## config.mk

```make
export PLATFORM = sky130hd
export DESIGN_NAME = kls_cell
export DESIGN_NICKNAME = d
export VERILOG_FILES = /design/src/hdl/kls_pkg.sv /design/src/hdl/kls_cell.sv
export SDC_FILE = /design/constraint.sdc
export NUM_CORES = 1
export LEC_CHECK = 0
export BUFFER_PORTS_ARGS = -buffer_cell sky130_fd_sc_hd__buf_2
export CAP_MARGIN = 20
export CORE_ASPECT_RATIO = 0.5
export CORE_UTILIZATION = 31
export DETAILED_ROUTE_END_ITERATION = 7
export SLEW_MARGIN = 15
export SYNTH_ARGS = -nofsm -noshare
export SYNTH_HDL_FRONTEND = slang
export SYNTH_SLANG_ARGS = --single-unit
```

## constraint.sdc

```tcl
create_clock -name i_clk -period 3.05 [get_ports i_clk]
set_input_delay 0.1525 -clock i_clk [delete_from_list [all_inputs] [get_ports i_clk]]
set_output_delay 0.1525 -clock i_clk [all_outputs]
set_load 0.01 [all_outputs]
```

## src/hdl/kls_pkg.sv

```systemverilog
// ----------------------------------------------------------------------------
// kls_pkg: shared types for the k-th largest selector
// Data widths and the control group that the top level broadcasts to every
// cell of the sorting row.
// ----------------------------------------------------------------------------
package kls_pkg;

    localparam int DATA_W = 32;
    localparam int K_W    = 7;

    typedef logic signed [DATA_W-1:0] t_data;

    // Control broadcast along the row of cells
    typedef struct packed {
        logic  insert;  // take the key in this cycle
        logic  drain;   // shift every cell one place toward cell 0
        t_data key;     // value being inserted
    } t_cell_ctrl;

endpackage

```

## src/hdl/kls_cell.sv

```systemverilog
// ----------------------------------------------------------------------------
// kls_cell: one slot of the descending insertion row
// Holds one value, compares it with the broadcast key, takes the key or its
// upper neighbor's value when the key displaces it, or the lower one's on drain.
// ----------------------------------------------------------------------------
module kls_cell (
    input  logic               i_clk,
    input  kls_pkg::t_cell_ctrl i_ctrl,
    input  logic               i_occupied,
    input  logic               i_prev_gt,
    input  kls_pkg::t_data     i_prev_val,
    input  kls_pkg::t_data     i_next_val,
    output logic               o_gt,
    output kls_pkg::t_data     o_val
);
    import kls_pkg::*;

    t_data r_val;
    t_data n_val;

    // An empty slot loses to any key
    assign o_gt  = !i_occupied || (i_ctrl.key > r_val);
    assign o_val = r_val;

    always_comb begin
        n_val = r_val;
        if (i_ctrl.insert && o_gt) begin
            // push down: take the neighbor's value if it moved, else the key
            n_val = i_prev_gt ? i_prev_val : i_ctrl.key;
        end else if (i_ctrl.drain) begin
            n_val = i_next_val;
        end
    end

    always_ff @(posedge i_clk) begin
        r_val <= n_val;
    end

endmodule

```

### Word-level counts from Yosys, hierarchy flattened

Cells that the tools add are included.
Widths: inputs -> output; s select.

* bits in registers: 32
* bits of input ports: 101
* output and inout port bits: 33
* word-level logic and storage cells: 9

* $lt $le $gt $ge: 1
* multiplexer cells: 3
* reduce and logical (&&, ||, !) cells: 4

Operators by type and width (number)
* $mux 32: 3
* $gt 32x32->1: 1
* $reduce_bool 2->1: 1
* $logic_and 1x1->1: 1
* $logic_not 1->1: 1
* $logic_or 1x1->1: 1

### Logic depth before layout (Yosys ltp)

Gate-level depths: netlist of run 1.

* depth in word-level cells: 4
* gate-level depth with buffers: 10
* mapped depth without buffers: 9

### Worst setup path after synthesis of run 1

Ideal clock, no wire load.

* kind: reg2reg
* start: register r_val[31], in the netlist o_val[31]
* end: register r_val[0], in the netlist o_val[0] (enable)
* data arrival time: 2853 ps
* required time: 2720 ps
* path slack: -132 ps
* stages on the path, launching flop included: 11
* period minus slack after synthesis: 3182 ps
* cell sequence: edfxtp_1 -> inv_1 -> ha_1 -> nand4_1 -> or4_4 -> nand2b_4 -> and3_4 -> a2bb2oi_2 -> o311ai_4 -> buf_6 -> or2_2

* cells in the longest elaborated chain, start to end: 4

Ends and longest elaborated chain
* from (decl): RTL line kls_cell.sv:18 `t_data r_val;`
* from (signal assigned): RTL line kls_cell.sv:36 `r_val <= n_val;`
* $gt 32x32->1: RTL line kls_cell.sv:22 `assign o_gt = !i_occupied || (i_ctrl.key > r_val);`
* $logic_or 1x1->1: RTL line kls_cell.sv:22
* $logic_and 1x1->1: RTL line kls_cell.sv:27 `if (i_ctrl.insert && o_gt) begin`
* $reduce_bool 2->1 (no line)

Every way passes these cells.
A chain may end at the register's enable or synchronous reset.

### Final worst setup path of run 1

* start: register r_val[26], in the netlist o_val[26]
* end: register r_val[3], in the netlist o_val[3], data pin

* cells in the longest elaborated chain, start to end: 4

Ends and longest elaborated chain
* $gt 32x32->1: RTL line kls_cell.sv:22
* $logic_or 1x1->1: RTL line kls_cell.sv:22
* $logic_and 1x1->1: RTL line kls_cell.sv:27
* $mux 32: RTL line kls_cell.sv:27
* named net n_val[3]: RTL line kls_cell.sv:19 `t_data n_val;`

The timed path passes the listed nets, and every way through them passes these cells.

==> qor.txt, run 1 <==
YOSYS
----------------------------------------------------------------------------------------
Synthesized area per cell                                                       12.0 µm²
Main combinational cell family by area after synthesis                      multiplexers
Post-synthesis instance area                                                    2760 µm²
Simple-gate share of the synthesized area                                          6.49%
Area fraction in compound gates after synthesis                                    7.26%
Synthesized netlist net count                                                        363
Post-Synth Adder-Cell Area                                                         14.5%
Synth warnings                                                                         0
Register area share after synthesis                                                34.8%
Xor/xnor cell area share of the yosys netlist                                         0%
Synthesized instance count                                                           230
Leading post-synthesis cells by cell area                                   sky130_fd_sc_hd__edfxtp_1, sky130_fd_sc_hd__mux2_4, sky130_fd_sc_hd__ha_1, sky130_fd_sc_hd__mux2_2, sky130_fd_sc_hd__inv_1
Number of flip-flops and latches in the synthesized netlist                           32
Area share of the leading cell type in the synthesized netlist                     34.8%
Number of unique standard cell types used by synthesis                                29
Dominant cell type by area after synthesis                                  sky130_fd_sc_hd__edfxtp_1
Fraction of synthesized area in multiplexers                                       29.7%

CLOCK NETWORK
----------------------------------------------------------------------------------------
Clk root buf                                                                sky130_fd_sc_hd__clkbuf_16
CTS tree                                                                            done
H-tree lvl count                                                                       2
Clock Sinks                                                                           32
Inserted Clock Buffers                                                                 5
Clk pin slew, worst setup/hold paths                                             0.05 ns
Number of buffers on the longest clock path                                            2
Hold-fix buffers, CTS                                                                  0
Clock insertion delay at the later pin of the skew report                        0.28 ns

ROUTING
----------------------------------------------------------------------------------------
Detailed Routing Iterations Pass 1                                                     4
Detailed-route DRC error count                                                         0
Routed wire length                                                               6630 µm
Vias/cell                                                                           4.45
WL per Instance                                                                  13.5 µm
Via count                                                                           2181
Antenna Nets Post-Route                                                                0
Number of DRC markers after the initial detailed-route iteration                      44

FLOORPLANNING
----------------------------------------------------------------------------------------
Die Span Y                                                                       68.7 µm
Die Area                                                                        9300 µm²
Core Area                                                                       8320 µm²
Width of the chip                                                                 135 µm
FP Rows                                                                               23
Initial cell density of the core                                                   33.2%
I/O pin total                                                                        134

STA
----------------------------------------------------------------------------------------
Worst slew margin relative to its limit                                            49.3%
Max-slew violations                                                                    0
Period minus WS final                                                            2.96 ns
# setup viols final                                                                    0
Count of endpoints failing hold in the final timing report                             0
Final worst clock skew                                                        0.00214 ns
Pin slew with the least headroom to its limit                                   0.761 ns
Setup TNS                                                                           0 ns
Final period util                                                                  96.9%
Max frequency                                                                  0.338 GHz

HOLD PATH
----------------------------------------------------------------------------------------
Worst Min Path Start                                                        i_next_val[22]
Hold/Removal Path Class                                                           in2reg

POWER
----------------------------------------------------------------------------------------
P_int                                                                            1370 µW
Maximum VDD drop                                                              0.000230 V
Total power per unit cell area                                                525 nW/µm²
Net switching share of the total power                                             31.2%
Reported net switching power                                                      618 µW
Combinational fraction of design power                                             42.8%
Reg power frac                                                                     33.0%
Share of total power in the clock network                                          24.2%
Leak Pwr                                                                      0.00191 µW

FINISH
----------------------------------------------------------------------------------------
Design Area, Final                                                              3780 µm²
Flip-flop count of the largest register, all copies and words added                   32
Layout cells sized above 1                                                         59.0%
Filler-free cell count of the finished design                                        490
Area added between synthesis and finish                                            37.0%
Net count of the finished layout                                                     510
Number of antenna cells inserted                                                       0
Filler Cells Inserted                                                                790

RUN
----------------------------------------------------------------------------------------
Max-capacitance violation count                                                        0

SETUP PATH
----------------------------------------------------------------------------------------
Setup crit start                                                               o_val[26]
Type of element capturing the critical path                                     register
Stages on the worst setup path                                                        11
Worst Path Max Fanout                                                                  5
Worst path buffer plus inverter count                                                  3
Worst path slowest cell                                                     sky130_fd_sc_hd__or4_4
R2r endpoint                                                                    o_val[3]
Largest stage delay, worst path                                                  0.57 ns
Worst Setup Path Type                                                            reg2reg
Critical Path Start Type                                                        register
R2r setup slk                                                                    0.09 ns
Required time of the worst setup path                                            3.07 ns
Start of the worst register-to-register path                                   o_val[26]
Capturing element of the worst setup path                                       o_val[3]
Worst r2r path cells                                                                  11
CP arrival                                                                       2.98 ns
Most prevalent standard cell on the critical path                           sky130_fd_sc_hd__buf_4
Cell chain of the critical path                                             inv_1 > ha_1 > nand4_1 > or4_4 > nand2b_4 > and3_4 > a2bb2oi_4 > o311ai_4 > buf_4 > buf_4 > mux2_4
Category of cells accounting for the largest share of critical-path delay   simple AND/OR/NAND/NOR gates

GLOBAL ROUTING
----------------------------------------------------------------------------------------
Global-route usage over all layers                                                 14.3%
Global-route wire length before repair                                           9970 µm
Maximum number of pins on one net before global-route repair                          34
Vias in the first global route                                                      2120
Congestion Overflow GR                                                                 0
Number of antenna violations at the first check in global routing                      0

PLACED DESIGN
----------------------------------------------------------------------------------------
Detailed-placement wirelength estimate                                           5260 µm
Final GP Congestion                                                                0.721
Instance area after placement                                                   3580 µm²
Port Buf Inserts                                                                     133
Count of placed standard cells including taps                                        476

STATUS
----------------------------------------------------------------------------------------
Run status                                                                  finished, final reports clean

==> cells in the final DEF, fill, tap and decap left out, types with 2 or more instances in the layout <==
cell	instances
sky130_fd_sc_hd__clkbuf_16	5
sky130_fd_sc_hd__edfxtp_1	32
sky130_fd_sc_hd__nand2_1	10
sky130_fd_sc_hd__ha_1	32
sky130_fd_sc_hd__a21oi_1	16
sky130_fd_sc_hd__buf_4	12
sky130_fd_sc_hd__clkbuf_1	2
sky130_fd_sc_hd__buf_2	133
sky130_fd_sc_hd__o21ai_0	5
sky130_fd_sc_hd__buf_12	2
sky130_fd_sc_hd__o211ai_1	2
sky130_fd_sc_hd__nand3_1	3
sky130_fd_sc_hd__nor3_1	3
sky130_fd_sc_hd__mux2_2	34
sky130_fd_sc_hd__mux2_4	29
sky130_fd_sc_hd__nand4_1	8
sky130_fd_sc_hd__inv_1	35
==> routing by layer <==
layer,vias to the layer above,wire length [µm],track usage [%]
met4,0,26,3.37
met1,985,3080,17.2
met3,2,294,3.51
li1,1142,-,-
met5,-,0,0
met2,52,3230,26.2
==> cells in the mapped netlist <==
| cell type | instances |
|---|---|
| sky130_fd_sc_hd__mux2_4 | 29 |
| sky130_fd_sc_hd__or2_2 | 1 |
| sky130_fd_sc_hd__dlygate4sd3_1 | 2 |
| sky130_fd_sc_hd__nand2b_4 | 1 |
| sky130_fd_sc_hd__a21o_1 | 1 |
| sky130_fd_sc_hd__a2bb2oi_2 | 1 |
| sky130_fd_sc_hd__nand4_1 | 8 |
| sky130_fd_sc_hd__edfxtp_1 | 32 |
| sky130_fd_sc_hd__nand3_1 | 3 |
| sky130_fd_sc_hd__or3_1 | 1 |
| sky130_fd_sc_hd__mux2_2 | 34 |
| sky130_fd_sc_hd__and3_4 | 1 |
| sky130_fd_sc_hd__o211ai_1 | 2 |
| sky130_fd_sc_hd__nor2b_1 | 1 |
| sky130_fd_sc_hd__clkbuf_1 | 1 |
| sky130_fd_sc_hd__or4_4 | 1 |
| sky130_fd_sc_hd__a21bo_2 | 1 |
| sky130_fd_sc_hd__ha_1 | 32 |
| sky130_fd_sc_hd__buf_6 | 4 |
| sky130_fd_sc_hd__o21ai_1 | 1 |
| sky130_fd_sc_hd__nor3_1 | 3 |
| sky130_fd_sc_hd__o21a_1 | 1 |
| sky130_fd_sc_hd__nor4_1 | 1 |
| sky130_fd_sc_hd__a221oi_1 | 1 |
| sky130_fd_sc_hd__o21ai_0 | 5 |
| sky130_fd_sc_hd__nand2_1 | 10 |
| sky130_fd_sc_hd__o311ai_4 | 1 |
| sky130_fd_sc_hd__a21oi_1 | 16 |
| sky130_fd_sc_hd__inv_1 | 35 |
==> power groups by stage <==
stage                     Sequential (µW)  Clock [µW]  Combinational [µW]
after floorplan                       709           0                 492
after global placement                663           0                 819
after detailed placement              664           0                 826
after CTS                             656         494                 830
after global routing                  667         519                 944
final                                 654         480                 850
==> how the worst min path moves through the flow <==
stage	to	slack (ns)	cells after the start
floorplan	o_val[10]	0.37	1
global placement	o_val[7]	0.46	2
detailed placement	o_val[29]	0.46	2
CTS	o_val[7]	0.17	2
global route	o_val[10]	0.17	2
finish	o_val[22]	0.17	2
==> repair_timing <==
action | 4_1_cts | 5_1_grt
gates resized for setup | 0 | 2
setup buffers | 0 | 6
endpoints found under the setup margin | 0 | 62
==> cells by family (layout without fill, tap and decap cells) <==
kind of cell | count (synthesis) | count (layout)
muxes | 63 | 63
DFF | 32 | 32
adders and majority gates | 32 | 32
and+or+nand+nor | 31 | 31
AOI/OAI and AO/OA | 30 | 30
buffers and inverters | 42 | 190
==> through the flow <==
| stage | util, % | worst slack, ns | power, µW | hold slack (ns) |
|---|---|---|---|---|
| floorplan | - | 0.0577 | 1200 | 0.370 |
| global placement | 43.1 | 0.116 | 1480 | 0.456 |
| detailed placement | 43.1 | 0.0575 | 1490 | 0.457 |
| CTS | 44.7 | 0.0473 | 1980 | 0.166 |
| global route | 45.4 | -0.0169 | 2130 | 0.169 |
| finish | 45.4 | 0.0939 | 1980 | 0.174 |
==> final cells by class <==
class	count	area, µm²	area share (%)
Tap cell	112	140	3.71
Timing Repair Buffer	147	796	21.1
Clock inverter	1	3.75	0.0993
Sequential cell	32	961	25.4
Inverter	35	131	3.48
Clock buffer	7	133	3.51
Multi-Input combinational cell	156	1620	42.7
Note: power is estimated with default switching activity, not from simulation.
==> inputs of run 2 (changes only) <==
--- a/config.mk
+++ b/config.mk
@@ -8,8 +8,10 @@
 export BUFFER_PORTS_ARGS = -buffer_cell sky130_fd_sc_hd__buf_2
 export CAP_MARGIN = 20
 export CORE_ASPECT_RATIO = 0.5
-export CORE_UTILIZATION = 31
+export CORE_UTILIZATION = 43
 export DETAILED_ROUTE_END_ITERATION = 7
+export MAX_ROUTING_LAYER = met4
+export PLACE_DENSITY = 0.78
 export SLEW_MARGIN = 15
 export SYNTH_ARGS = -nofsm -noshare
 export SYNTH_HDL_FRONTEND = slang
==> constraint.sdc (replaced) <==
create_clock -name i_clk -period 3.05 [get_ports i_clk]
set_input_delay 0.61 -clock i_clk [delete_from_list [all_inputs] [get_ports i_clk]]
set_output_delay 0.61 -clock i_clk [all_outputs]
set_load 0.01 [all_outputs]
==> qor.txt, run 2 (synthesis gave the netlist of run 1 again) <==
CLOCK NETWORK
----------------------------------------------------------------------------------
Clk root buf                                                          sky130_fd_sc_hd__clkbuf_16
Number of buffers on the longest clock path                                      2
H-tree lvl count                                                                 2
Clock Sinks                                                                     32
Clock insertion delay at the later pin of the skew report                  0.27 ns
Inserted Clock Buffers                                                           5
CTS tree                                                                      done
Hold-fix buffers, CTS                                                            0
Clk pin slew, worst setup/hold paths                                       0.05 ns

ROUTING
----------------------------------------------------------------------------------
WL per Instance                                                            14.8 µm
Vias/cell                                                                     5.04
Routed length on met1                                                      2890 µm
Top metal layer carrying routed signals                                       met4
Via count                                                                     2381
Antenna Nets Post-Route                                                          0
Wire length on met3                                                         318 µm
Detailed Routing Iterations Pass 1                                               4
Met2 WL post-DR                                                            3670 µm
Detailed-route DRC error count                                                   0
Routed wire length                                                         7010 µm
Number of DRC markers after the initial detailed-route iteration                75

SETUP PATH
----------------------------------------------------------------------------------
R2r setup slk                                                              0.10 ns
Most prevalent standard cell on the critical path                     sky130_fd_sc_hd__buf_2
Critical Path Start Type                                              primary input
CP arrival                                                                 2.55 ns
Cell chain of the critical path                                       buf_2 > ha_1 > nand4_1 > or4_4 > nor3_4 > nor3_2 > o21a_1 > a21bo_2 > buf_2
Worst path slowest cell                                               sky130_fd_sc_hd__or4_4
Worst Setup Path Type                                                       in2out
Type of element capturing the critical path                           primary output
Largest stage delay, worst path                                            0.61 ns
Required time of the worst setup path                                      2.44 ns
Worst Path Max Fanout                                                            3

POWER
----------------------------------------------------------------------------------
Reg power frac                                                               32.1%
Maximum VDD drop                                                        0.000267 V
Total power per unit cell area                                          524 nW/µm²
Net switching share of the total power                                       32.0%
Leak Pwr                                                                0.00197 µW
P_int                                                                      1400 µW
Combinational fraction of design power                                       45.1%
Reported net switching power                                                660 µW
Share of total power in the clock network                                    22.8%

PLACED DESIGN
----------------------------------------------------------------------------------
Detailed-placement wirelength estimate                                     5520 µm
Count of placed standard cells including taps                                  461
Worst slack at placement                                                 -0.188 ns
Final GP Congestion                                                          0.745
Port Buf Inserts                                                               133

GLOBAL ROUTING
----------------------------------------------------------------------------------
Global-route usage over all layers                                           21.4%
Maximum number of pins on one net before global-route repair                    34
Congestion Overflow GR                                                           0
Vias in the first global route                                                2411
Number of antenna violations at the first check in global routing                0
Global-route wire length before repair                                    10700 µm

STA
----------------------------------------------------------------------------------
Unrepaired setup endpoints after global routing                               true
# setup viols final                                                              1
Setup TNS                                                                -0.108 ns
Pin slew with the least headroom to its limit                             0.755 ns
Period minus WS final                                                      3.16 ns
Post-route worst setup slack                                             -0.108 ns
Count of endpoints failing hold in the final timing report                       0
Final period util                                                             104%
Max-slew violations                                                              0
Max frequency                                                            0.317 GHz
Worst slew margin relative to its limit                                      49.7%
Final worst clock skew                                                  0.00334 ns

STATUS
----------------------------------------------------------------------------------
Run status                                                            complete, but fails checks
Violated checks                                                       negative setup slack

FLOORPLANNING
----------------------------------------------------------------------------------
Core Area                                                                 6130 µm²
Die Span Y                                                                 58.6 µm
Initial cell density of the core                                             45.0%
Die Area                                                                  6760 µm²
I/O pin total                                                                  134
FP Rows                                                                         20
Width of the chip                                                           115 µm

FINISH
----------------------------------------------------------------------------------
Storage cell area                                                          961 µm²
Utilization after layout                                                     64.2%
Net count of the finished layout                                               516
Commonest non-fill, non-tap cells in the layout                       sky130_fd_sc_hd__buf_2, sky130_fd_sc_hd__inv_1, sky130_fd_sc_hd__mux2_2
Flip-flop count of the largest register, all copies and words added             32
Most common cell after layout, fill and taps aside                    sky130_fd_sc_hd__buf_2
Filler Cells Inserted                                                          457
Filler-free cell count of the finished design                                  472
Number of antenna cells inserted                                                 0
Layout cells sized above 1                                                   63.0%
Area used by multi-input combinational logic                              1750 µm²
Area added between synthesis and finish                                      42.7%

HOLD PATH
----------------------------------------------------------------------------------
Hold/Removal Path Class                                                     in2reg

RUN
----------------------------------------------------------------------------------
Max-capacitance violation count                                                  0

[run 2: cell count changes in the layout (fill, tap and decap cells not counted), moves of 2 or more]
cell,before,now
sky130_fd_sc_hd__nor3_1,3,1
sky130_fd_sc_hd__buf_4,12,16
sky130_fd_sc_hd__clkinv_2,0,2
sky130_fd_sc_hd__ha_1,32,25
sky130_fd_sc_hd__ha_4,0,7
sky130_fd_sc_hd__clkbuf_1,2,0
[run 2: cell type report]
class	instances	area share [%]
Clock buffer	5	3.18
Clock inverter	3	0.350
Inverter	35	3.34
Multi-Input combinational cell	157	44.3
Sequential cell	32	24.4
Tap cell	88	2.80
Timing Repair Buffer	152	21.6
[run 2: critical path, delay by kind of cell]
kind / cells / cell delay [ns]
AOI/OAI and AO/OA: 2 / 0.40
and+or+nand+nor: 4 / 0.99
adders and majority gates: 1 / 0.29
buffers and inverters: 2 / 0.25
[run 2: routing by layer]
layer  global-route usage (%)  vias up
li1                         -     1159
met1                     22.7     1132
met2                     40.7       72
met3                     4.02       18
met4                     7.42        0
met5                        -        -
[run 2: worst paths after layout]
check	cells past startpoint	start	end
setup reg to reg	10	o_val[19]	o_val[13]
hold / removal	2	i_next_val[23]	o_val[23]
setup / recovery	9	i_ctrl[18]	o_gt
hold reg to reg	6	o_val[31]	o_val[6]
[run 2: stage by stage]
step / hold WS [ns] / total power [µW] / cell area, µm²
after floorplan: 0.828 / 1210 / 2790
after global placement: 0.913 / 1490 / 3650
after detailed placement: 0.916 / 1530 / 3650
after CTS: 0.638 / 2020 / 3830
after global routing: 0.633 / 2180 / 3940
final: 0.636 / 2060 / 3940
[run 2: power by group through the flow]
stage / Sequential [µW] / Combinational (µW) / Clock [µW]
floorplan: 709 / 500 / 0
detailed placement: 671 / 862 / 0
finish: 662 / 932 / 470
CTS: 663 / 886 / 475
global placement: 663 / 829 / 0
global route: 674 / 1010 / 496
[run 2: what timing repair did]
action                                  in CTS  in global routing
hold endpoints to repair                     0                  0
pin swaps                                    6                  4
cloned                                       0                  2
resized for setup                            6                  8
buffers inserted                             1                  0
endpoints found under the setup margin       1                 37
==> inputs of run 3 (changes only) <==
--- a/config.mk
+++ b/config.mk
@@ -11,7 +11,7 @@
 export CORE_UTILIZATION = 43
 export DETAILED_ROUTE_END_ITERATION = 7
 export MAX_ROUTING_LAYER = met4
-export PLACE_DENSITY = 0.78
+export PLACE_DENSITY_LB_ADDON = 0.15
 export SLEW_MARGIN = 15
 export SYNTH_ARGS = -nofsm -noshare
 export SYNTH_HDL_FRONTEND = slang
==> qor.txt, run 3 (synthesis gave the netlist of run 1 again) <==
STA
----------------------------------------------------------------------------------
Count of endpoints failing hold in the final timing report                       0
Pin slew with the least headroom to its limit                             0.764 ns
Setup TNS                                                               -0.0369 ns
Period minus WS final                                                      3.09 ns
Unrepaired setup endpoints after global routing                               true
Max-slew violations                                                              0
Max frequency                                                            0.324 GHz
Worst slew margin relative to its limit                                      49.1%
Final worst clock skew                                                  0.00412 ns
Final period util                                                             101%
Post-route worst setup slack                                            -0.0369 ns
# setup viols final                                                              1

POWER
----------------------------------------------------------------------------------
Net switching share of the total power                                       31.6%
Reported net switching power                                                642 µW
Combinational fraction of design power                                       44.1%
Share of total power in the clock network                                    23.6%
Maximum VDD drop                                                        0.000360 V
P_int                                                                      1390 µW
Total power per unit cell area                                          524 nW/µm²
Leak Pwr                                                                0.00194 µW
Reg power frac                                                               32.2%

FINISH
----------------------------------------------------------------------------------
Design Area, Final                                                        3880 µm²
Filler Cells Inserted                                                          520
Area added between synthesis and finish                                      40.6%
Flip-flop count of the largest register, all copies and words added             32
Most common cell after layout, fill and taps aside                    sky130_fd_sc_hd__buf_2
Number of antenna cells inserted                                                 0
Commonest non-fill, non-tap cells in the layout                       sky130_fd_sc_hd__buf_2, sky130_fd_sc_hd__inv_1, sky130_fd_sc_hd__mux2_2
Net count of the finished layout                                               514
Layout cells sized above 1                                                   61.8%

FLOORPLANNING
----------------------------------------------------------------------------------
Core Area                                                                 6130 µm²
FP Rows                                                                         20
I/O pin total                                                                  134
Die Span Y                                                                 58.6 µm
Initial cell density of the core                                             45.0%
Die Area                                                                  6760 µm²
Width of the chip                                                           115 µm

SETUP PATH
----------------------------------------------------------------------------------
Type of element capturing the critical path                           primary output
Critical Path Start Type                                              primary input
CP arrival                                                                 2.48 ns
Required time of the worst setup path                                      2.44 ns
Worst Path Max Fanout                                                            3
Worst Setup Path Type                                                       in2out

ROUTING
----------------------------------------------------------------------------------
Detailed-route DRC error count                                                   0
Vias/cell                                                                     4.85
Detailed Routing Iterations Pass 1                                               4
Routed wire length                                                         6290 µm
Number of DRC markers after the initial detailed-route iteration                53
WL per Instance                                                            13.4 µm
Antenna Nets Post-Route                                                          0
Via count                                                                     2278

GLOBAL ROUTING
----------------------------------------------------------------------------------
Global-route wire length before repair                                    10100 µm
Congestion Overflow GR                                                           0
Number of antenna violations at the first check in global routing                0
Vias in the first global route                                                2278
Maximum number of pins on one net before global-route repair                    34
Global-route usage over all layers                                           19.7%

STATUS
----------------------------------------------------------------------------------
Run status                                                            complete, but fails checks
Violated checks                                                       negative setup slack

CLOCK NETWORK
----------------------------------------------------------------------------------
Clk root buf                                                          sky130_fd_sc_hd__clkbuf_16
H-tree lvl count                                                                 2
Hold-fix buffers, CTS                                                            0
Inserted Clock Buffers                                                           5
Clk pin slew, worst setup/hold paths                                       0.06 ns
CTS tree                                                                      done
Clock Sinks                                                                     32
Clock insertion delay at the later pin of the skew report                  0.27 ns
Number of buffers on the longest clock path                                      2

PLACED DESIGN
----------------------------------------------------------------------------------
Instance area after placement                                             3610 µm²
Port Buf Inserts                                                               133
Detailed-placement wirelength estimate                                     4930 µm
Final GP Congestion                                                          0.774

RUN
----------------------------------------------------------------------------------
Max-capacitance violation count                                                  0

HOLD PATH
----------------------------------------------------------------------------------
Hold/Removal Path Class                                                     in2reg

run 3: per-stage QoR:
step / cells / hold slack (ns) / total power, µW / utilization, % / setup slack, ns
2_1_floorplan: 230 / 0.828 / 1210 / - / 0.00229
3_5_place_dp: 458 / 0.915 / 1500 / 58.9 / -0.150
3_3_place_gp: 458 / 0.911 / 1480 / 58.9 / -0.0817
6_report: 470 / 0.636 / 2030 / 63.3 / -0.0369
4_1_cts: 467 / 0.634 / 2020 / 62.5 / -0.0379
5_1_grt: 470 / 0.636 / 2160 / 63.3 / -0.111
run 3: metal layers:
layer | part of all wire, % | wire [µm] | track usage, % | vias up
met1 | 47 | 2980 | 25.1 | 1062
met5 | 0 | 0 | - | -
met4 | 0.46 | 29 | 2.23 | 0
met3 | 4.7 | 293 | 4.33 | 2
li1 | - | - | - | 1149
met2 | 48 | 2990 | 33.5 | 65
run 3: layout make-up:
cell class	instances	area [µm²]	area share [%]
multi-input combinational	156	1720	44.4
timing repair buffer	151	820	21.1
clock buffer	7	133	3.42
clock inverter	1	3.75	0.0968
tap	88	110	2.84
inverter	35	131	3.39
sequential	32	961	24.8
run 3: what timing repair did:
| action | in CTS | in global routing |
|---|---|---|
| resized for setup | 10 | 3 |
| endpoints found under the setup margin | 1 | 1 |
| buffers inserted | 1 | 3 |
| pin swaps | 4 | 6 |
run 3: critical path: stages:
cell                      delay (ns)
sky130_fd_sc_hd__buf_2          0.13
sky130_fd_sc_hd__ha_4           0.26
sky130_fd_sc_hd__nand4_1        0.13
sky130_fd_sc_hd__or4_4          0.61
sky130_fd_sc_hd__nor3_4         0.17
sky130_fd_sc_hd__nor3_2         0.08
sky130_fd_sc_hd__o21a_1         0.18
sky130_fd_sc_hd__a21bo_2        0.19
sky130_fd_sc_hd__buf_6          0.12
run 3: final timing paths:
path,from,endpoint,slack [ns],cells past startpoint
worst max-delay path,i_ctrl[24],o_gt,-0.04,9
worst min-delay path,i_next_val[8],o_val[8],0.64,2
worst min register to register,o_val[31],o_val[25],1.36,6
worst max register to register,o_val[11],o_val[10],0.15,12
run 3: power groups by stage:
stage                     logic (µW)  registers (µW)  clock network [µW]
after floorplan                  500             709                   0
after global placement           817             663                   0
after detailed placement         838             666                   0
after CTS                        873             658                 486
after global routing             989             667                 505
final                            898             655                 481
